<file path="src/hw/rtl/bpr_pkg.sv">
`timescale 1ns / 1ps
`default_nettype none

package bpr_pkg;

    // Register indexes on the configuration write channel.
    typedef enum logic [7:0] {
        CFG_SEARCH_PATTERN      = 8'd0,
        CFG_SEARCH_LENGTH       = 8'd1,
        CFG_REPLACEMENT_PATTERN = 8'd2,
        CFG_REPLACEMENT_LENGTH  = 8'd3
    } bpr_cfg_index_t;

    // Sideband that goes with one loaded result list.
    typedef struct packed {
        logic present;   // 0 only for the empty end-of-stream marker
        logic last;      // the list closes the stream
    } bpr_ctl_t;

endpackage : bpr_pkg

`default_nettype wire

</file>
<file path="src/hw/rtl/bpr_core.sv">
`timescale 1ns / 1ps
`default_nettype none

module bpr_core
    import bpr_pkg::*;
#(
    parameter int MAX_PATTERN = 8,
    parameter int WCW         = $clog2(MAX_PATTERN + 1),
    parameter int LCW         = $clog2(MAX_PATTERN + 2)
)
(
    input  wire logic                         clk,
    input  wire logic                         rst_n,
    input  wire logic [WCW-1:0]               search_len,
    input  wire logic [WCW-1:0]               repl_len,
    input  wire logic [63:0]                  search_pattern,
    input  wire logic [63:0]                  replacement_pattern,
    input  wire logic                         clear_window,
    input  wire logic                         step,
    input  wire logic [7:0]                   in_byte,
    input  wire logic                         in_eoi,
    output logic      [MAX_PATTERN:0][7:0]    list_bytes,
    output logic      [LCW-1:0]               list_count,
    output bpr_ctl_t                          list_ctl
);

    logic [MAX_PATTERN-1:0][7:0] win_reg;
    logic [MAX_PATTERN-1:0][7:0] win_next;
    logic [WCW-1:0]              count_reg;
    logic [WCW-1:0]              count_next;

    logic [MAX_PATTERN-1:0][7:0] win_ins;
    logic [WCW-1:0]              wc;
    logic [WCW-1:0]              wc1;
    logic                        full;
    logic                        match;

    // Window with the new byte written at its fill position.
    always_comb
    begin
        wc  = (count_reg >= search_len) ? '0 : count_reg;
        wc1 = wc + WCW'(1);
        for (int i = 0; i < MAX_PATTERN; i++)
        begin
            win_ins[i] = (WCW'(i) == wc) ? in_byte : win_reg[i];
        end
        full  = (wc1 == search_len);
        match = 1'b1;
        for (int i = 0; i < MAX_PATTERN; i++)
        begin
            if ((WCW'(i) < search_len) && (win_ins[i] != search_pattern[8*i +: 8]))
            begin
                match = 1'b0;
            end
        end
    end

    always_comb
    begin
        list_bytes       = '0;
        list_count       = '0;
        list_ctl.present = 1'b1;
        list_ctl.last    = in_eoi;
        win_next         = win_ins;
        count_next       = wc1;

        if (search_len == '0)
        begin
            // Insert mode: replacement, then the byte itself.
            for (int i = 0; i < MAX_PATTERN; i++)
            begin
                list_bytes[i] = (WCW'(i) < repl_len) ? replacement_pattern[8*i +: 8] : in_byte;
            end
            list_bytes[MAX_PATTERN] = in_byte;
            list_count = LCW'(repl_len) + LCW'(1);
            count_next = '0;
        end
        else if (full && match)
        begin
            for (int i = 0; i < MAX_PATTERN; i++)
            begin
                list_bytes[i] = replacement_pattern[8*i +: 8];
            end
            list_count = LCW'(repl_len);
            count_next = '0;
        end
        else if (full)
        begin
            // Oldest byte leaves; at end of stream the rest follows it.
            for (int i = 0; i < MAX_PATTERN; i++)
            begin
                list_bytes[i] = win_ins[i];
            end
            list_count = in_eoi ? LCW'(search_len) : LCW'(1);
            for (int i = 0; i < MAX_PATTERN - 1; i++)
            begin
                win_next[i] = win_ins[i + 1];
            end
            count_next = search_len - WCW'(1);
        end
        else
        begin
            for (int i = 0; i < MAX_PATTERN; i++)
            begin
                list_bytes[i] = win_ins[i];
            end
            list_count = in_eoi ? LCW'(wc1) : '0;
        end

        if (in_eoi)
        begin
            count_next = '0;
            if (list_count == '0)
            begin
                // Nothing to send, but the end of the stream must still be marked.
                list_bytes[0]    = '0;
                list_count       = LCW'(1);
                list_ctl.present = 1'b0;
            end
        end
    end

    always_ff @(posedge clk)
    begin
        if (step)
        begin
            win_reg <= win_next;
        end
    end

    always_ff @(posedge clk or negedge rst_n)
    begin
        if (!rst_n)
        begin
            count_reg <= '0;
        end
        else if (clear_window)
        begin
            count_reg <= '0;
        end
        else if (step)
        begin
            count_reg <= count_next;
        end
    end

endmodule : bpr_core

`default_nettype wire

</file>
<file path="src/hw/rtl/bpr_emit.sv">
`timescale 1ns / 1ps
`default_nettype none

module bpr_emit
    import bpr_pkg::*;
#(
    parameter int MAX_PATTERN = 8,
    parameter int LCW         = $clog2(MAX_PATTERN + 2)
)
(
    input  wire logic                       clk,
    input  wire logic                       rst_n,
    input  wire logic                       load,
    input  wire logic [MAX_PATTERN:0][7:0]  list_bytes,
    input  wire logic [LCW-1:0]             list_count,
    input  wire bpr_ctl_t                   list_ctl,
    output logic                            can_load,
    output logic                            m_axis_tvalid,
    input  wire logic                       m_axis_tready,
    output logic [7:0]                      m_axis_tdata,
    output logic                            m_axis_tuser,
    output logic                            m_axis_tlast
);

    logic [MAX_PATTERN:0][7:0] list_reg;
    logic [MAX_PATTERN:0][7:0] list_next;
    logic [LCW-1:0]            count_reg;
    bpr_ctl_t                  ctl_reg;
    logic                      xfer;

    assign xfer     = m_axis_tvalid && m_axis_tready;
    assign can_load = (count_reg == '0) || ((count_reg == LCW'(1)) && m_axis_tready);

    assign m_axis_tvalid = (count_reg != '0);
    assign m_axis_tdata  = list_reg[0];
    assign m_axis_tuser  = ctl_reg.present;
    assign m_axis_tlast  = ctl_reg.last && (count_reg == LCW'(1));

    always_comb
    begin
        list_next = list_reg;
        for (int i = 0; i < MAX_PATTERN; i++)
        begin
            list_next[i] = list_reg[i + 1];
        end
    end

    always_ff @(posedge clk)
    begin
        if (load)
        begin
            list_reg <= list_bytes;
            ctl_reg  <= list_ctl;
        end
        else if (xfer)
        begin
            list_reg <= list_next;
        end
    end

    always_ff @(posedge clk or negedge rst_n)
    begin
        if (!rst_n)
        begin
            count_reg <= '0;
        end
        else if (load)
        begin
            count_reg <= list_count;
        end
        else if (xfer)
        begin
            count_reg <= count_reg - LCW'(1);
        end
    end

endmodule : bpr_emit

`default_nettype wire

</file>
<file path="src/hw/rtl/byte_pattern_replacer_unit.sv">
`timescale 1ns / 1ps
`default_nettype none

// Channel        Direction  Transfer when             Payload
// s_axis         in         s_axis_tvalid & tready    tdata: data_byte, tlast: end_of_input
// m_axis         out        m_axis_tvalid & tready    tdata: out_byte, tuser: byte_present,
//                                                     tlast: last
// cfg            in         cfg_valid & cfg_ready     cfg_index: register, cfg_data: value
//
// An input byte is taken into an input register, then turned combinationally into a list of
// up to MAX_PATTERN + 1 results that is loaded into the output shift register.
// The output side sends one result per cycle while m_axis_tready is high, so an item with n
// results holds the output until all n are sent; items with zero or one result flow at one per cycle then.
// The first result of an item is presented on m_axis from the output shift register.
// rst_n sets the configuration registers to their defaults (search length one) and empties the window.
// Back-pressure on m_axis stalls the input register, which then drops s_axis_tready.

module byte_pattern_replacer_unit
    import bpr_pkg::*;
#(
    parameter int MAX_PATTERN = 8
)
(
    input  wire logic        clk,
    input  wire logic        rst_n,

    input  wire logic        s_axis_tvalid,
    output logic             s_axis_tready,
    input  wire logic [7:0]  s_axis_tdata,    // [7:0] data_byte
    input  wire logic        s_axis_tlast,

    output logic             m_axis_tvalid,
    input  wire logic        m_axis_tready,
    output logic      [7:0]  m_axis_tdata,    // [7:0] out_byte
    output logic             m_axis_tuser,    // [0] byte_present
    output logic             m_axis_tlast,

    input  wire logic        cfg_valid,
    output logic             cfg_ready,
    input  wire logic [7:0]  cfg_index,
    input  wire logic [63:0] cfg_data
);

    localparam int WCW = $clog2(MAX_PATTERN + 1);
    localparam int LCW = $clog2(MAX_PATTERN + 2);

    // Configuration registers.
    logic [63:0] search_pattern_reg;
    logic [3:0]  search_length_reg;
    logic [63:0] replacement_pattern_reg;
    logic [3:0]  replacement_length_reg;
    logic        cfg_xfer;
    logic        clear_window;

    // Input register.
    logic        in_valid_reg;
    logic [7:0]  in_byte_reg;
    logic        in_eoi_reg;

    logic [WCW-1:0]            search_len;
    logic [WCW-1:0]            repl_len;
    logic                      step;
    logic                      can_load;
    logic [MAX_PATTERN:0][7:0] list_bytes;
    logic [LCW-1:0]            list_count;
    bpr_ctl_t                  list_ctl;

    // The user must issue writes only while the block is idle; not enforced, the port is always open.
    assign cfg_ready    = 1'b1;
    assign cfg_xfer     = cfg_valid && cfg_ready;
    assign clear_window = cfg_xfer && (cfg_index == CFG_SEARCH_LENGTH);

    // Lengths beyond the window size saturate.
    assign search_len = (search_length_reg > MAX_PATTERN) ? WCW'(MAX_PATTERN)
                                                          : search_length_reg[WCW-1:0];
    assign repl_len   = (replacement_length_reg > MAX_PATTERN) ? WCW'(MAX_PATTERN)
                                                               : replacement_length_reg[WCW-1:0];

    always_ff @(posedge clk or negedge rst_n)
    begin
        if (!rst_n)
        begin
            search_pattern_reg      <= '0;
            search_length_reg       <= 4'd1;
            replacement_pattern_reg <= '0;
            replacement_length_reg  <= '0;
        end
        else if (cfg_xfer)
        begin
            case (cfg_index)
                CFG_SEARCH_PATTERN:      search_pattern_reg      <= cfg_data;
                CFG_SEARCH_LENGTH:       search_length_reg       <= cfg_data[3:0];
                CFG_REPLACEMENT_PATTERN: replacement_pattern_reg <= cfg_data;
                CFG_REPLACEMENT_LENGTH:  replacement_length_reg  <= cfg_data[3:0];
                default:                 ;
            endcase
        end
    end

    // The held item is processed as soon as the output side can take its result list.
    assign step          = in_valid_reg && can_load;
    assign s_axis_tready = !in_valid_reg || step;

    always_ff @(posedge clk or negedge rst_n)
    begin
        if (!rst_n)
        begin
            in_valid_reg <= 1'b0;
        end
        else if (s_axis_tready)
        begin
            in_valid_reg <= s_axis_tvalid;
        end
    end

    always_ff @(posedge clk)
    begin
        if (s_axis_tvalid && s_axis_tready)
        begin
            in_byte_reg <= s_axis_tdata;
            in_eoi_reg  <= s_axis_tlast;
        end
    end

    bpr_core #(
        .MAX_PATTERN (MAX_PATTERN),
        .WCW         (WCW),
        .LCW         (LCW)
    ) u_core (
        .clk                 (clk),
        .rst_n               (rst_n),
        .search_len          (search_len),
        .repl_len            (repl_len),
        .search_pattern      (search_pattern_reg),
        .replacement_pattern (replacement_pattern_reg),
        .clear_window        (clear_window),
        .step                (step),
        .in_byte             (in_byte_reg),
        .in_eoi              (in_eoi_reg),
        .list_bytes          (list_bytes),
        .list_count          (list_count),
        .list_ctl            (list_ctl)
    );

    bpr_emit #(
        .MAX_PATTERN (MAX_PATTERN),
        .LCW         (LCW)
    ) u_emit (
        .clk           (clk),
        .rst_n         (rst_n),
        .load          (step),
        .list_bytes    (list_bytes),
        .list_count    (list_count),
        .list_ctl      (list_ctl),
        .can_load      (can_load),
        .m_axis_tvalid (m_axis_tvalid),
        .m_axis_tready (m_axis_tready),
        .m_axis_tdata  (m_axis_tdata),
        .m_axis_tuser  (m_axis_tuser),
        .m_axis_tlast  (m_axis_tlast)
    );

endmodule : byte_pattern_replacer_unit

`default_nettype wire
</file>
<file path="config.mk">
export PLATFORM = sky130hd
export DESIGN_NAME = byte_pattern_replacer_unit
export DESIGN_NICKNAME = d
export VERILOG_FILES = /design/src/hw/rtl/bpr_pkg.sv /design/src/hw/rtl/bpr_core.sv /design/src/hw/rtl/bpr_emit.sv /design/src/hw/rtl/byte_pattern_replacer_unit.sv
export SDC_FILE = /design/constraint.sdc
export NUM_CORES = 1
export LEC_CHECK = 0
export BUFFER_PORTS_ARGS = -buffer_cell sky130_fd_sc_hd__buf_2
export CELL_PAD_IN_SITES_DETAIL_PLACEMENT = 1
export CELL_PAD_IN_SITES_GLOBAL_PLACEMENT = 1
export CORE_ASPECT_RATIO = 1.75
export CORE_MARGIN = 2
export CORE_UTILIZATION = 46
export CTS_BUF_LIST = sky130_fd_sc_hd__clkbuf_2 sky130_fd_sc_hd__clkbuf_4 sky130_fd_sc_hd__clkbuf_8
export CTS_CLUSTER_SIZE = 20
export DETAILED_ROUTE_END_ITERATION = 10
export HOLD_SLACK_MARGIN = 0.05
export PLACE_DENSITY = 0.78
export RECOVER_POWER = 50
export SYNTH_ARGS = -nofsm -noshare
export SYNTH_HDL_FRONTEND = slang
export SYNTH_SLANG_ARGS = --single-unit
</file>
<file path="constraint.sdc">
create_clock -name clk -period 5.5 [get_ports clk]
set_input_delay 0.55 -clock clk [delete_from_list [all_inputs] [get_ports clk]]
set_output_delay 0.55 -clock clk [all_outputs]
set_load 0.005 [all_outputs]
</file>
==> flow_summary_export.csv, run 1 <==
group,metric,value,unit
setup_path,rr_endpoint,"u_emit.m_axis_tdata[4]",
timing,setup_violations,0,
clocking,cts_tree,"built",
timing,period_share,98.2,%
global_routing,met3_usage,4.40,%
global_routing,grt_use_met1,33.9,%
run_status,violations,"capacitance limit, slew limit",
synth,synthFlopType,"edfxtp_1",
timing,slew_headroom,-173,%
die,start_util,46.8,%
global_routing,overflow,0,
power_and_ir_drop,leakage,0.00788,uW
placement,place.port_buffers,97,
power_and_ir_drop,power_per_cell_area,498,mW/mm2
route,drtIter0Drc,810,
power_and_ir_drop,p_switching,3680,uW
setup_path,reg2reg_depth,20,
placement,placed_cells,1966,
synth,synth_edf_count,147,
global_routing,antenna_found_initial,1,
setup_path,critPathMaxFanout,9,
timing,finalHoldViolations,0,
route,antenna_left,0,
layout,drive_above_1_share,29.4,%
setup_path,worst-r2r-setup-slack,0.10,ns
global_routing,busiest_layer,"met2",
global_routing,grt_max_degree,100,
clocking,cts_buffers,46,
route,viasPerCell,6.35,
layout,area.growth.synth_to_final,17.6,%
timing,final-max-slew-violation-count,264,
setup_path,end_kind,"flop",
die,io_pins,99,
min_path,holdPathEnd,"in_eoi_reg",
setup_path,cp.required,5.87,ns
synth,synth_area,0.0158,mm2
route,drt-total-wl,60500,um
power_and_ir_drop,clkPwrFrac,22.7,%
synth,synth_warnings,0,
min_path,min_from,"s_axis_tlast",
clocking,cts.sinks,292,
die,die_width,144,um
synth,avgSynthCellArea,11.1,um2
die,core_region_area,0.0337,mm2
clocking,htree_num_levels,2,
setup_path,critPathKind,"reg -> reg",
synth,synth_cell_types,87,
power_and_ir_drop,p_seq_share,37.8,%
global_routing,grt_pass1_wl,87400,um
setup_path,cp-start-kind,"flop",
layout,final_nets,1684,
power_and_ir_drop,p_sw_share,39.8,%
clocking,clk_latency,0.63,ns
route,drc,0,
synth,synth_cells,1419,
layout,fillers,3616,
timing,fin_skew,0.0421,ns
min_path,hold_path_class,"in -> reg",
die,die-area,0.0359,mm2
setup_path,crit_path_start,"search_length_reg[3]",
die,rows,89,
layout,final_cell_count_no_fill,2075,
power_and_ir_drop,p_int,5560,uW
global_routing,grtUsageMet2,57.8,%
clocking,root_buffer,"clkbuf_8",
setup_path,arrival,5.77,ns
run_status,status,"complete, but fails checks",
clocking,clkTransAtPathRegs,0.07,ns
power_and_ir_drop,vdd_drop_max,0.237,mV
placement,place.gp.congestion,0.968,
route,routed-via-count,13200,
placement,dp_hpwl,43300,um
die,dieHeight,249,um
global_routing,grt_pass1_vias,14100,
min_path,whs_path_depth,1,
clocking,cts_buffer_depth,3,
layout,stdcell_area,0.0186,mm2
synth,synth.net_count,1522,
setup_path,reg2reg_from,"search_length_reg[3]",
timing,worstMarginPinSlew,4.09,ns
route,routedWlPerCell,29.1,um
flow_run,drv_cap,5,
synth,ys_seq_area_share,51.0,%
timing,min_period,5.40,ns
timing,clock.fmax,185,MHz
synth,async_flop_share,49.7,%
power_and_ir_drop,total_power,9240,uW
global_routing,track_usage,33.3,%
placement,placed_area,0.0172,mm2
route,dr.pass1.iters,5,
synth,synth_seq_cells,292,
power_and_ir_drop,p_comb_share,39.5,%
[cell usage in the layout, fill, tap and decap left out, types with 36 or more instances in the layout]
cell type and count:
a21oi_1 36, buf_2 91, buf_4 96, clkbuf_8 58
dfrtp_1 144, edfxtp_1 147, mux2_2 145, nand2_1 132
nor2_1 117, o22ai_1 44, xor2_1 55
[through the flow]
stage / worst slack [ns] / util (%) / hold slack (ns) / setup TNS [ns]
after CTS: 0.0165 / 54.1 / 0.101 / 0
after detailed placement: -0.370 / 50.9 / 0.487 / -21.29
final: 0.101 / 55.0 / 0.112 / 0
after floorplan: 0.352 / - / 0.254 / 0
after global placement: -0.200 / 50.9 / 0.488 / -5.63
after global routing: -0.0369 / 55.0 / 0.117 / -0.191
[cell usage after synthesis, drive strengths merged (10+ instances only)]
cell type / number / area share (%)
nor3: 17 / 0.54
xor2: 55 / 3.1
nor2b: 13 / 0.52
and2: 12 / 0.48
a221oi: 10 / 0.56
a21oi: 41 / 1.4
nand2b: 13 / 0.52
mux2: 145 / 10
clkbuf: 69 / 1.6
o311ai: 11 / 0.66
o22ai: 45 / 1.8
edfxtp: 147 / 28
ha: 17 / 1.3
inv: 28 / 0.67
xnor2: 33 / 1.8
or3: 34 / 1.3
o21ai: 72 / 2.4
o221ai: 20 / 1.1
o2111ai: 20 / 1.1
o31ai: 18 / 0.94
dfrtp: 144 / 23
mux2i: 23 / 1.5
nand2: 135 / 3.2
nor2: 117 / 2.8
o211ai: 28 / 1.4
buf: 22 / 0.82
nor4: 11 / 0.48
and3: 11 / 0.44
[layer usage]
layer  part of all wire [%]  wire (um)  up-vias
met3                    4.6       2800      282
met4                     11       6690        0
met2                     51      30900      597
met1                     33      20100     6649
li1                       -          -     5647
met5                      0          0        -
[timing repair]
action	in CTS	in global routing
gates cloned	0	3
hold endpoints to repair	13	0
buffers inserted	2	16
gates resized for setup	5	31
endpoints found under the setup margin	120	121
pin swaps	1	12
hold buffers	1	0
[cells by family after synthesis]
kind of cell / after synthesis / synth area share (%)
and+or+nand+nor: 389 / 11.6
AOI/OAI and AO/OA: 344 / 16.1
DFF: 292 / 51.0
muxes: 168 / 11.8
buffers and inverters: 119 / 3.13
xor gates and xnor gates: 89 / 5.03
adders and majority gates: 17 / 1.35
other: 1 / 0.0238
[power by group through the flow]
stage / sequential, uW / clock, uW / combinational, uW
finish: 3490 / 2100 / 3650
global route: 3510 / 2200 / 3850
CTS: 3470 / 2120 / 3400
detailed placement: 3510 / 0 / 3350
global placement: 3490 / 0 / 3230
floorplan: 3290 / 0 / 2100
[worst max-delay path by stage]
stage / end / slack (ns) / cells past startpoint
2_1_floorplan: u_emit.list_next[17] / 0.35 / 22
3_3_place_gp: u_core.win_reg[13] / -0.20 / 17
4_1_cts: u_core.win_reg[55] / 0.02 / 18
3_5_place_dp: u_core.win_reg[55] / -0.37 / 18
6_report: u_emit.m_axis_tdata[4] / 0.10 / 20
5_1_grt: u_emit.m_axis_tdata[3] / -0.04 / 21
[worst max-delay path, cell delays in order, from the launching register on]
cell,delay (ns)
dfrtp_1,0.45
inv_1,0.18
nand2_1,0.18
ha_2,0.39
o211ai_4,0.11
o211ai_1,0.36
buf_4,0.20
ha_1,0.21
buf_4,0.23
nand2_1,0.10
buf_4,0.18
mux2i_1,0.18
o211ai_1,0.17
or4b_4,0.61
a211oi_4,0.32
buf_4,0.23
a21oi_1,0.12
o31ai_4,0.19
buf_4,0.19
nand4_2,0.23
a32o_1,0.30
[layout make-up]
| class | instances | area, um2 | area share, % |
|---|---|---|---|
| Multi-Input combinational cell | 1010 | 7450 | 40.2 |
| Tap cell | 455 | 569 | 3.07 |
| Antenna cell | 1 | 2.50 | 0.0135 |
| Timing Repair inverter | 1 | 7.51 | 0.0405 |
| Timing Repair Buffer | 202 | 1330 | 7.15 |
| Inverter | 28 | 111 | 0.600 |
| Clock buffer | 75 | 926 | 4.99 |
| Sequential cell | 292 | 8040 | 43.4 |
| Clock inverter | 11 | 116 | 0.627 |
Power figures use the tool's default switching activity.
==> run 2: changes to the inputs <==
REMOVE_ABC_BUFFERS = 1   (was unset)
==> run 2 against run 1 <==
The run still ends with capacitance limit, slew limit left. Sequential cell count did not move. Count of clock-buffer cells in the layout decreased by 9. Clock power grew 3%. Critical path depth unchanged. Via count down 2.4%. Register-to-register slack improved by 0.03 ns. Critical endpoint is now u_emit.list_next[34].
==> flow_summary_export.csv, run 2 (synthesized netlist as in run 1, its figures left out) <==
group,metric,value,unit
global_routing,grt_pass1_wl,81000,um
route,drtIter0Drc,990,
timing,worstMarginPinSlew,3.50,ns
timing,min_period,5.37,ns
placement,place.port_buffers,97,
layout,mostFrequentLayoutCell,"edfxtp_1",
timing,clock.fmax,186,MHz
die,die_width,144,um
layout,area.growth.synth_to_final,16.0,%
setup_path,end_kind,"flop",
route,drc,0,
setup_path,critical_path_buf_inv_count,4,
layout,fin_util,54.2,%
die,die-area,0.0359,mm2
route,dr.pass1.iters,7,
power_and_ir_drop,vdd_drop_max,0.223,mV
setup_path,arrival,5.67,ns
layout,final_cell_mix,"edfxtp_1 (147), mux2_2 (144), dfrtp_1 (143), nand2_1 (128), nor2_1 (117)",
setup_path,crit_family,"compound AO/OA/AOI/OAI gates",
flow_run,drv_cap,4,
timing,finalHoldViolations,0,
die,dieHeight,249,um
clocking,htree_num_levels,2,
global_routing,grt_max_degree,86,
die,start_util,46.8,%
run_status,status,"complete, but fails checks",
placement,dp_hpwl,39000,um
setup_path,critPathKind,"reg -> reg",
setup_path,reg2reg_from,"search_length_reg[3]",
placement,place.gp.congestion,0.947,
layout,fillers,3625,
route,viasPerCell,6.29,
power_and_ir_drop,p_sw_share,38.5,%
global_routing,antenna_found_initial,1,
min_path,hold_path_class,"in -> reg",
route,drt-total-wl,54800,um
power_and_ir_drop,p_switching,3450,uW
placement,placed_area,0.0170,mm2
die,core_region_area,0.0337,mm2
setup_path,crit_path_start,"search_length_reg[3]",
layout,stdcell_area,0.0183,mm2
clocking,cts_tree,"built",
power_and_ir_drop,p_seq_share,38.8,%
setup_path,cp-start-kind,"flop",
clocking,clkTransAtPathRegs,0.07,ns
layout,final_nets,1652,
timing,period_share,97.6,%
clocking,clk_latency,0.61,ns
power_and_ir_drop,p_comb_share,37.0,%
die,rows,89,
min_path,min_from,"s_axis_tdata[3]",
route,antenna_left,0,
timing,final-max-slew-violation-count,169,
die,io_pins,99,
global_routing,overflow,0,
run_status,violations,"capacitance limit, slew limit",
setup_path,path_cells,"nand2b_1 -> inv_1 -> ha_1 -> nor3b_4 -> o21a_1 -> nand2_1 -> inv_1 -> ha_2 -> buf_4 -> nand2_1 -> o211ai_1 -> xor2_1 -> a2111oi_4 -> nand2_2 -> o32ai_4 -> a21oi_4 -> buf_6 -> or3_1 -> o211ai_1 -> o21ai_1",
power_and_ir_drop,leakage,0.00775,uW
power_and_ir_drop,p_int,5510,uW
power_and_ir_drop,total_power,8960,uW
timing,slew_headroom,-133,%
global_routing,track_usage,30.1,%
route,routed-via-count,12900,
timing,fin_skew,0.0249,ns
route,routedWlPerCell,26.8,um
clocking,cts_buffer_depth,3,
power_and_ir_drop,clkPwrFrac,24.2,%
global_routing,grt_pass1_vias,13600,
clocking,root_buffer,"clkbuf_8",
setup_path,cp.required,5.80,ns
setup_path,critPathMaxStageDelay,0.46,ns
layout,drive_above_1_share,28.0,%
timing,finalSetupTns,0,ns
power_and_ir_drop,power_per_cell_area,489,mW/mm2
setup_path,critPathSlowestCell,"dfrtp_2",
clocking,cts_buffers,46,
timing,setup_violations,0,
clocking,cts.sinks,292,
setup_path,critPathMaxFanout,13,
-- run 2: power by group through the flow --
stage          Combinational [uW]  Clock [uW]  Sequential (uW)
3_5_place_dp                 3120           0             3490
6_report                     3310        2170             3480
3_3_place_gp                 3010           0             3480
5_1_grt                      3540        2280             3500
2_1_floorplan                1980           0             3330
4_1_cts                      3160        2200             3460
-- run 2: layer usage --
| metal | routed length [um] | GRT usage, % | up-vias | share of wire (%) |
|---|---|---|---|---|
| met4 | 4320 | 20.4 | 0 | 7.9 |
| met5 | 0 | 0 | - | 0 |
| met3 | 2400 | 3.44 | 207 | 4.4 |
| met1 | 18800 | 31.7 | 6557 | 34 |
| met2 | 29300 | 55.0 | 502 | 53 |
| li1 | - | - | 5587 | - |
-- run 2: worst reg2reg max path, delay by kind of cell (launching register included) --
family	cells	cell delay [ns]
buffers and inverters	4	0.70
XOR/XNOR	1	0.19
adder cells (fa/ha/maj)	2	0.52
AO/OA/AOI/OAI	7	1.94
AND/OR/NAND/NOR	6	1.24
flip-flops	1	0.46
-- run 2: final cells by class --
type,instances,area [um2],area share (%)
clock buffer,66,846,4.62
multi-input combinational,1008,7400,40.4
clock inverter,20,234,1.28
sequential,292,8050,44.0
inverter,28,111,0.608
antenna,1,2.50,0.0137
tap,455,569,3.11
timing repair buffer,173,1100,6.00
-- run 2: final timing paths --
kind | end | slack (ns) | cells after the start
min in group asynchronous | search_pattern_reg[41] | 0.54 | 2
worst max register to register | u_emit.list_next[34] | 0.13 | 20
worst min-delay path | in_byte_reg[3] | 0.12 | 1
worst max-delay path | u_emit.list_next[34] | 0.13 | 20
worst min register to register | replacement_pattern_reg[63] | 0.52 | 1
max in group asynchronous | search_pattern_reg[13] | 1.19 | 3
-- run 2: metrics by stage --
stage | worst slack (ns) | instances | hold slack [ns]
3_5_place_dp | -0.0842 | 1943 | 0.504
2_1_floorplan | -1.65 | 1328 | 0.254
4_1_cts | 0.0527 | 2030 | 0.102
3_3_place_gp | 0.0470 | 1943 | 0.488
6_report | 0.129 | 2043 | 0.120
5_1_grt | -0.119 | 2043 | 0.111
-- run 2: timing repair --
| action | in CTS | in global routing |
|---|---|---|
| buffers inserted | 0 | 11 |
| hold buffers | 1 | 0 |
| setup endpoints to repair | 28 | 104 |
| gates resized for setup | 1 | 31 |
| pin swaps | 0 | 10 |
| endpoints found under the hold margin | 26 | 0 |
| cloned | 0 | 1 |
